--- config.mk ---
export PLATFORM = sky130hd
export DESIGN_NAME = tlv_key_scanner_top_flat
export DESIGN_NICKNAME = d
export VERILOG_FILES = /design/src/tks_pkg.sv /design/src/tks_if.sv /design/src/tks_in_stage.sv /design/src/tks_parser.sv /design/src/tks_out_stage.sv /design/src/tlv_key_scanner_top.sv /design/src/flat_wrapper.sv
export SDC_FILE = /design/constraint.sdc
export NUM_CORES = 1
export LEC_CHECK = 0
export BUFFER_PORTS_ARGS = -buffer_cell sky130_fd_sc_hd__buf_2
export CAP_MARGIN = 30
export CORE_ASPECT_RATIO = 2
export CORE_MARGIN = 2
export CORE_UTILIZATION = 45
export CTS_BUF_LIST = sky130_fd_sc_hd__clkbuf_8
export DETAILED_ROUTE_END_ITERATION = 6
export SLEW_MARGIN = 0
export SYNTH_ARGS = -nofsm -noshare
export SYNTH_HDL_FRONTEND = slang
export SYNTH_SLANG_ARGS = --single-unit
--- constraint.sdc ---
create_clock -name i_clk -period 3.5 [get_ports i_clk]
set_clock_uncertainty 0.2 [all_clocks]
set_input_delay 0.525 -clock i_clk [delete_from_list [all_inputs] [get_ports i_clk]]
set_output_delay 0.525 -clock i_clk [all_outputs]
set_load 0.02 [all_outputs]
--- src/tks_pkg.sv ---
`default_nettype none

package tks_pkg;

    // Longest blob accepted before the scan reports too long
    localparam int MAX_BLOB_BYTES = 65536;
    // Position counter wide enough to hold MAX_BLOB_BYTES itself
    localparam int POS_W = $clog2(MAX_BLOB_BYTES + 1);

    localparam int DATA_W   = 8;
    localparam int OFFSET_W = 16;
    localparam int STATUS_W = 2;

    // Parse phase codes
    localparam logic [1:0] PH_KEY = 2'd0;
    localparam logic [1:0] PH_LEN = 2'd1;
    localparam logic [1:0] PH_VAL = 2'd2;

    // Result status codes
    localparam logic [STATUS_W-1:0] ST_FOUND     = 2'd0;
    localparam logic [STATUS_W-1:0] ST_NOTFOUND  = 2'd1;
    localparam logic [STATUS_W-1:0] ST_MALFORMED = 2'd2;
    localparam logic [STATUS_W-1:0] ST_TOOLONG   = 2'd3;

    typedef struct packed {
        logic [DATA_W-1:0] data_byte;
        logic [DATA_W-1:0] search_key;
        logic              blob_end;
    } t_in_word;

    typedef struct packed {
        logic [STATUS_W-1:0] status;
        logic [OFFSET_W-1:0] record_offset;
        logic [DATA_W-1:0]   value_length;
    } t_result;

endpackage

`default_nettype wire

--- src/tks_if.sv ---
`default_nettype none

// Input channel: one blob byte per word
interface tks_in_if;
    logic       valid;
    logic       ready;
    logic [7:0] data_byte;
    logic [7:0] search_key;
    logic       blob_end;

    modport source (output valid, output data_byte, output search_key, output blob_end,
                    input ready);
    modport sink   (input valid, input data_byte, input search_key, input blob_end,
                    output ready);
endinterface

// Result channel: one word per blob
interface tks_out_if;
    logic        valid;
    logic        ready;
    logic [1:0]  status;
    logic [15:0] record_offset;
    logic [7:0]  value_length;

    modport source (output valid, output status, output record_offset, output value_length,
                    input ready);
    modport sink   (input valid, input status, input record_offset, input value_length,
                    output ready);
endinterface

`default_nettype wire

--- src/tks_in_stage.sv ---
`default_nettype none

module tks_in_stage (
    input  wire               i_clk,
    input  wire               i_rst_n,
    input  wire               i_valid,
    input  tks_pkg::t_in_word i_word,
    input  wire               i_take,
    output logic              o_ready,
    output logic              o_valid,
    output tks_pkg::t_in_word o_word
);
    import tks_pkg::*;

    logic     r_valid;
    t_in_word r_word;

    // Accept a new word when empty or when the held word moves on this cycle
    assign o_ready = !r_valid || i_take;

    // Hold valid flag
    always_ff @(posedge i_clk) begin
        if (!i_rst_n) begin
            r_valid <= 1'b0;
        end else if (o_ready) begin
            r_valid <= i_valid;
        end
    end

    // Capture payload
    always_ff @(posedge i_clk) begin
        if (o_ready && i_valid) begin
            r_word <= i_word;
        end
    end

    assign o_valid = r_valid;
    assign o_word  = r_word;
endmodule

`default_nettype wire

--- src/tks_parser.sv ---
`default_nettype none

module tks_parser (
    input  wire               i_clk,
    input  wire               i_rst_n,
    input  wire               i_fire,
    input  tks_pkg::t_in_word i_word,
    output tks_pkg::t_result  o_result
);
    import tks_pkg::*;

    localparam logic [POS_W-1:0] MAX_POS = POS_W'(MAX_BLOB_BYTES);

    logic [POS_W-1:0]    r_byte_position, n_byte_position;
    logic [1:0]          r_parse_phase,   n_parse_phase;
    logic [DATA_W-1:0]   r_bytes_left,    n_bytes_left;
    logic [OFFSET_W-1:0] r_entry_start,   n_entry_start;
    logic                r_entry_matches, n_entry_matches;
    logic [DATA_W-1:0]   r_held_key,      n_held_key;
    logic                r_match_locked,  n_match_locked;
    logic [OFFSET_W-1:0] r_match_offset,  n_match_offset;
    logic [DATA_W-1:0]   r_match_length,  n_match_length;
    logic                r_overflowed,    n_overflowed;

    logic [DATA_W-1:0]   key;
    logic [DATA_W-1:0]   left_dec;

    // Advance the record parse for one byte
    always_comb begin
        n_byte_position = r_byte_position;
        n_parse_phase   = r_parse_phase;
        n_bytes_left    = r_bytes_left;
        n_entry_start   = r_entry_start;
        n_entry_matches = r_entry_matches;
        n_held_key      = (r_byte_position == '0) ? i_word.search_key : r_held_key;
        n_match_locked  = r_match_locked;
        n_match_offset  = r_match_offset;
        n_match_length  = r_match_length;
        n_overflowed    = r_overflowed;
        key             = n_held_key;
        left_dec        = (r_bytes_left != '0) ? r_bytes_left - 1'b1 : r_bytes_left;

        // Saturate position and flag overflow
        if (r_byte_position >= MAX_POS) begin
            n_overflowed = 1'b1;
        end else begin
            n_byte_position = r_byte_position + 1'b1;
        end

        // Stop parsing once a match has completed
        if (!r_match_locked) begin
            unique case (r_parse_phase)
                PH_KEY: begin
                    n_entry_start   = OFFSET_W'(r_byte_position);
                    n_entry_matches = (i_word.data_byte == key);
                    n_parse_phase   = PH_LEN;
                end
                PH_LEN: begin
                    n_bytes_left = i_word.data_byte;
                    if (r_entry_matches) begin
                        n_match_length = i_word.data_byte;
                    end
                    if (i_word.data_byte == '0) begin
                        if (r_entry_matches) begin
                            n_match_locked = 1'b1;
                            n_match_offset = r_entry_start;
                        end
                        n_parse_phase = PH_KEY;
                    end else begin
                        n_parse_phase = PH_VAL;
                    end
                end
                default: begin
                    n_bytes_left = left_dec;
                    if (left_dec == '0) begin
                        if (r_entry_matches) begin
                            n_match_locked = 1'b1;
                            n_match_offset = r_entry_start;
                        end
                        n_parse_phase = PH_KEY;
                    end
                end
            endcase
        end
    end

    // Form the blob verdict from the updated state
    always_comb begin
        o_result = '0;
        if (n_overflowed) begin
            o_result.status = ST_TOOLONG;
        end else if (n_match_locked) begin
            o_result.status        = ST_FOUND;
            o_result.record_offset = n_match_offset;
            o_result.value_length  = n_match_length;
        end else if (n_parse_phase == PH_VAL) begin
            o_result.status = ST_MALFORMED;
        end else begin
            o_result.status = ST_NOTFOUND;
        end
    end

    // Update state; clear it after the last byte of a blob
    always_ff @(posedge i_clk) begin
        if (!i_rst_n || (i_fire && i_word.blob_end)) begin
            r_byte_position <= '0;
            r_parse_phase   <= PH_KEY;
            r_bytes_left    <= '0;
            r_entry_start   <= '0;
            r_entry_matches <= 1'b0;
            r_held_key      <= '0;
            r_match_locked  <= 1'b0;
            r_match_offset  <= '0;
            r_match_length  <= '0;
            r_overflowed    <= 1'b0;
        end else if (i_fire) begin
            r_byte_position <= n_byte_position;
            r_parse_phase   <= n_parse_phase;
            r_bytes_left    <= n_bytes_left;
            r_entry_start   <= n_entry_start;
            r_entry_matches <= n_entry_matches;
            r_held_key      <= n_held_key;
            r_match_locked  <= n_match_locked;
            r_match_offset  <= n_match_offset;
            r_match_length  <= n_match_length;
            r_overflowed    <= n_overflowed;
        end
    end
endmodule

`default_nettype wire

--- src/tks_out_stage.sv ---
`default_nettype none

module tks_out_stage (
    input  wire              i_clk,
    input  wire              i_rst_n,
    input  wire              i_load,
    input  tks_pkg::t_result i_result,
    input  wire              i_ready,
    output logic             o_free,
    output logic             o_valid,
    output tks_pkg::t_result o_result
);
    import tks_pkg::*;

    logic    r_valid;
    t_result r_result;

    // Room for a new word when empty or when the held word leaves
    assign o_free = !r_valid || i_ready;

    // Hold valid until the word is taken
    always_ff @(posedge i_clk) begin
        if (!i_rst_n) begin
            r_valid <= 1'b0;
        end else if (o_free) begin
            r_valid <= i_load;
        end
    end

    // Capture result
    always_ff @(posedge i_clk) begin
        if (o_free && i_load) begin
            r_result <= i_result;
        end
    end

    assign o_valid  = r_valid;
    assign o_result = r_result;
endmodule

`default_nettype wire

--- src/tlv_key_scanner_top.sv ---
`default_nettype none

// TLV key scanner. Takes a blob of key/length/value records one byte per word
// and, on the word that carries blob_end, returns one result word: found with
// the offset and length byte of the first complete matching record, not found,
// malformed, or too long. The key is sampled on the first byte of each blob.
// One byte is accepted every cycle unless the result register stalls the
// input. A byte passes an input register, the parse update, and, for the last
// byte of a blob, the result register, which holds the result word. Only the
// result register can stall the input, and only when a blob's last byte meets
// a held result that is not being taken.
module tlv_key_scanner_top (
    input  wire   i_clk,
    input  wire   i_rst_n,
    tks_in_if.sink   i_in,
    tks_out_if.source o_out
);
    import tks_pkg::*;

    t_in_word in_word;
    t_in_word st_word;
    t_result  parse_result;
    t_result  out_result;
    logic     st_valid;
    logic     st_fire;
    logic     out_free;
    logic     in_ready;
    logic     out_valid;

    // Pack the input channel
    assign in_word.data_byte  = i_in.data_byte;
    assign in_word.search_key = i_in.search_key;
    assign in_word.blob_end   = i_in.blob_end;

    // Move a byte into the parser unless it ends a blob and the result is stalled
    assign st_fire = st_valid && (!st_word.blob_end || out_free);

    tks_in_stage u_in_stage (
        .i_clk   (i_clk),
        .i_rst_n (i_rst_n),
        .i_valid (i_in.valid),
        .i_word  (in_word),
        .i_take  (st_fire),
        .o_ready (in_ready),
        .o_valid (st_valid),
        .o_word  (st_word)
    );

    tks_parser u_parser (
        .i_clk    (i_clk),
        .i_rst_n  (i_rst_n),
        .i_fire   (st_fire),
        .i_word   (st_word),
        .o_result (parse_result)
    );

    tks_out_stage u_out_stage (
        .i_clk    (i_clk),
        .i_rst_n  (i_rst_n),
        .i_load   (st_fire && st_word.blob_end),
        .i_result (parse_result),
        .i_ready  (o_out.ready),
        .o_free   (out_free),
        .o_valid  (out_valid),
        .o_result (out_result)
    );

    // Drive the channels
    assign i_in.ready          = in_ready;
    assign o_out.valid         = out_valid;
    assign o_out.status        = out_result.status;
    assign o_out.record_offset = out_result.record_offset;
    assign o_out.value_length  = out_result.value_length;
endmodule

`default_nettype wire
--- src/flat_wrapper.sv ---
// flat-port wrapper written by rule: the top's interface ports become plain ports
module tlv_key_scanner_top_flat import tks_pkg::*;
  (i_clk, i_rst_n, i_in_valid, i_in_data_byte, i_in_search_key, i_in_blob_end, i_in_ready, o_out_valid, o_out_status, o_out_record_offset, o_out_value_length, o_out_ready);
  tks_in_if i_in_i ();
  tks_out_if o_out_i ();
  input  wire i_clk;
  input  wire i_rst_n;
  input wire logic [$bits(i_in_i.valid)-1:0] i_in_valid;
  input wire logic [$bits(i_in_i.data_byte)-1:0] i_in_data_byte;
  input wire logic [$bits(i_in_i.search_key)-1:0] i_in_search_key;
  input wire logic [$bits(i_in_i.blob_end)-1:0] i_in_blob_end;
  output wire logic [$bits(i_in_i.ready)-1:0] i_in_ready;
  output wire logic [$bits(o_out_i.valid)-1:0] o_out_valid;
  output wire logic [$bits(o_out_i.status)-1:0] o_out_status;
  output wire logic [$bits(o_out_i.record_offset)-1:0] o_out_record_offset;
  output wire logic [$bits(o_out_i.value_length)-1:0] o_out_value_length;
  input wire logic [$bits(o_out_i.ready)-1:0] o_out_ready;
  assign i_in_i.valid = i_in_valid;
  assign i_in_i.data_byte = i_in_data_byte;
  assign i_in_i.search_key = i_in_search_key;
  assign i_in_i.blob_end = i_in_blob_end;
  assign i_in_ready = i_in_i.ready;
  assign o_out_valid = o_out_i.valid;
  assign o_out_status = o_out_i.status;
  assign o_out_record_offset = o_out_i.record_offset;
  assign o_out_value_length = o_out_i.value_length;
  assign o_out_i.ready = o_out_ready;
  tlv_key_scanner_top u_core (.i_clk(i_clk), .i_rst_n(i_rst_n), .i_in(i_in_i), .o_out(o_out_i));
endmodule
==> flow_metrics.py <==
metrics = {
    "yosys": {
        "synth_warnings": 0,
        "seq_area_frac_synth_pct": 50.1,
        "syn_nets": 630,
        "synthSimpleGateAreaFrac_pct": 17.8,
        "synthTopCellsByArea": "dfxtp_1 28%, edfxtp_1 22%, mux2i_1 6.8%",
        "synthMuxAreaShare_pct": 6.76,
        "synth_xor_area_share_pct": 3.18,
        "ys_ff_latch": 123,
        "synth_top_family_by_area": "simple AND/OR/NAND/NOR gates",
        "synthAdderAreaFrac_pct": 0.650,
        "synth_compound_area_share_pct": 16.8,
        "ys.flop_type": "dfxtp_1",
        "postSynthAreaPerCell_um2": 9.53,
        "synth_top_area_share_pct": 27.7,
        "synthArstFlopShare_pct": 0,
        "ys_top_cells_by_count": "80 x dfxtp_1, 71 x nand2_1, 54 x nor2_1",
        "synth_cells": 606,
        "synth_edf_count": 43,
        "synth.distinct_cells": 61,
        "syn_area_um2": 5780,
        "synth.most_common_cell": "dfxtp_1",
        "synth.largest_area_cell": "dfxtp_1",
    },
    "timing": {
        "period_share_pct": 92.9,
        "tightest_slew_ns": 0.951,
        "relSlewSlack_pct": 36.2,
        "rsz0062_at_grt": "no",
        "hold_violations": 0,
        "setup_violations": 0,
        "report.final.slew_viol_count": 0,
        "fin_setup_tns_ns": 0,
        "min_period_ns": 3.25,
        "fmax_mhz": 308,
    },
    "clocking": {
        "cts_buffers": 17,
        "cts-root-buf": "clkbuf_8",
        "cts_buffer_depth": 2,
        "cts_setup_buffers": 0,
        "clock_latency_ns": 0.43,
        "cts_num_sinks": 123,
        "htreeDepth": 4,
        "cts_hold_buf": 0,
        "cts_resized": 0,
        "cts_tree": "yes",
        "path_clk_slew_ns": 0.08,
    },
    "pwr": {
        "p_int_mw": 2.31,
        "ir_drop_uv": 278,
        "combPwrFrac_pct": 7.0,
        "p_leak_nw": 2.29,
        "seqPwrFrac_pct": 50.0,
        "total_power_mw": 3.06,
        "power.density_nw_per_um2": 462,
        "p_switching_mw": 0.751,
        "p_sw_share_pct": 24.5,
        "p_clk_share_pct": 43.0,
    },
    "placement": {
        "io_buffer_count": 48,
        "dp_hpwl_um": 10500,
        "gp_congestion": 0.885,
    },
    "floorplan": {
        "rows": 58,
        "die-height_um": 164,
        "num_io_pins": 49,
        "fp.dieW_um": 84.1,
        "die-area_um2": 13800,
        "initial_utilization_pct": 46.0,
        "core-area_um2": 12600,
    },
    "drt": {
        "firstDrtPassIters": 7,
        "wl_per_cell_um": 17.8,
        "ant_nets": 0,
        "drt-total-wl_um": 14500,
        "via_count": 4782,
        "drc_errors": 0,
        "drt_iter0_drc": 304,
        "via_per_inst": 5.86,
    },
    "run_status": {
        "outcome": "complete, no violations",
    },
    "worst_hold_path": {
        "hold_end": "u_core.u_in_stage.o_word[5]$_DFFE_PP_",
        "hold_path_depth": 1,
        "hold_path.class": "input pin to flop",
        "min_from": "i_in_search_key[4]",
    },
    "worst_setup_path": {
        "r2r-start": "u_core.u_parser.r_bytes_left[1]$_SDFFE_PP0P_",
        "r2r_slack_ns": 0.25,
        "cp-end-kind": "flop",
        "worst_ep_required_time_ns": 3.54,
        "path_max_fanout": 14,
        "crit_type": "flop to flop",
        "r2r-end": "u_core.u_out_stage.o_result[8]$_SDFFCE_PP0P_",
        "ff2ff_path_depth": 8,
        "startpoint_type": "flop",
        "arrival_ns": 3.29,
    },
    "grt": {
        "grt_max_degree": 33,
        "grt_util_all_layers_pct": 21.4,
        "grt_pass1_vias": 4707,
        "grt-ovfl-total": 0,
        "grt_pass1_wl_um": 22900,
        "antenna_found_initial": 0,
    },
    "final_layout": {
        "area_growth_pct": 14.8,
        "drive_gt1_share_pct": 17.9,
        "num_antenna_cells": 0,
        "nNetsFinal": 677,
        "fin_util_pct": 52.8,
    },
    "run": {
        "drv_cap": 0,
    },
}
==> kinds of logic after synthesis <==
kind of cell | Yosys count
muxes | 39
xor gates and xnor gates | 21
and+or+nand+nor | 217
DFF | 123
buffers and inverters | 64
adders and majority gates | 3
AOI/OAI and AO/OA | 139
==> through the flow <==
| step | worst slack [ns] | instances | hold slack (ns) | cell area [um2] |
|---|---|---|---|---|
| 6_report | 0.248 | 816 | 0.0642 | 6630 |
| 3_3_place_gp | 0.449 | 783 | 0.239 | 6200 |
| 3_5_place_dp | 0.283 | 783 | 0.247 | 6200 |
| 2_1_floorplan | 0.387 | 606 | 0.233 | 5780 |
| 5_1_grt | 0.0808 | 816 | 0.0388 | 6630 |
| 4_1_cts | 0.266 | 815 | 0.0461 | 6620 |
==> sequential cells by signal, summed over array words and instances (netlist names) <==
| register | count |
|---|---|
| u_core.u_parser.r_overflowed | 1 |
| u_core.u_parser.r_held_key | 8 |
| u_core.u_parser.r_match_length | 8 |
| u_core.u_in_stage.o_valid | 1 |
| u_core.u_in_stage.o_word | 17 |
| u_core.u_parser.r_bytes_left | 8 |
| u_core.u_parser.r_entry_matches | 1 |
| u_core.u_parser.r_byte_position | 17 |
| u_core.u_parser.r_match_locked | 1 |
| u_core.u_out_stage.o_result | 26 |
| u_core.u_parser.r_parse_phase | 2 |
| u_core.u_out_stage.o_valid | 1 |
| u_core.u_parser.r_entry_start | 16 |
| u_core.u_parser.r_match_offset | 16 |
==> critical path: stages (launching register included) <==
cell and delay [ns]:
dfxtp_1 0.34, inv_1 0.08, ha_1 0.22, or3b_1 0.50, o32a_4 0.44, a211oi_2 0.24, o21ai_1 0.36, buf_4 0.33
a221oi_1 0.34
==> per-layer routing <==
metal  global-route usage, %  part of all wire, %
met3                    4.07                  3.1
met1                    19.8                   35
met5                       0                    0
met4                    16.0                  7.4
met2                    40.3                   54
==> cells in the final DEF, fill, tap and decap left out, types with 3 or more instances in the layout <==
master	instances
dfxtp_1	80
nand2_1	71
nor2_1	53
buf_2	48
edfxtp_1	43
o21ai_0	41
mux2i_1	39
nand3_1	31
a221oi_1	27
a21oi_1	27
buf_4	24
inv_1	19
clkbuf_8	18
xnor2_1	15
nor3_1	12
nor4_1	10
xor2_1	6
nand2b_1	6
nor2b_1	4
or3_1	4
nand4_1	4
o211ai_1	4
o22ai_1	4
or2_2	3
a2111oi_0	3
a31oi_1	3
ha_1	3
clkinvlp_4	3
bufinv_16	3
clkinv_4	3
==> power groups by stage <==
stage	clock network, mW	registers (mW)	logic (mW)
after global placement	0	1.56	0.211
after global routing	1.40	1.54	0.234
final	1.32	1.53	0.214
after floorplan	0	1.57	0.133
after CTS	1.34	1.53	0.214
after detailed placement	0	1.57	0.213
==> cell type report <==
type | count | area, um2
fillers | 1167 | 5920
flip-flops and latches | 123 | 2890
multi-input cells | 419 | 2630
repair buffers | 73 | 432
clock buffers | 18 | 248
well taps | 150 | 188
clock inverters | 14 | 170
inverters | 19 | 71.3
==> worst max-delay path by stage <==
stage                                                           end  slack, ns                                          from  cells past startpoint
finish                 u_core.u_out_stage.o_result[8]$_SDFFCE_PP0P_       0.25  u_core.u_parser.r_bytes_left[1]$_SDFFE_PP0P_                      8
global route           u_core.u_out_stage.o_result[5]$_SDFFCE_PP0P_       0.08  u_core.u_parser.r_bytes_left[1]$_SDFFE_PP0P_                      8
CTS                    u_core.u_out_stage.o_result[8]$_SDFFCE_PP0P_       0.27  u_core.u_parser.r_bytes_left[1]$_SDFFE_PP0P_                      8
detailed placement     u_core.u_out_stage.o_result[8]$_SDFFCE_PP0P_       0.28  u_core.u_parser.r_bytes_left[1]$_SDFFE_PP0P_                      8
global placement      u_core.u_out_stage.o_result[21]$_SDFFCE_PP0P_       0.45  u_core.u_parser.r_bytes_left[1]$_SDFFE_PP0P_                      8
floorplan           u_core.u_parser.r_match_offset[10]$_SDFFE_PP0P_       0.39  u_core.u_parser.r_bytes_left[0]$_SDFFE_PP0P_                     10
Note: power is estimated with default switching activity, not from simulation.
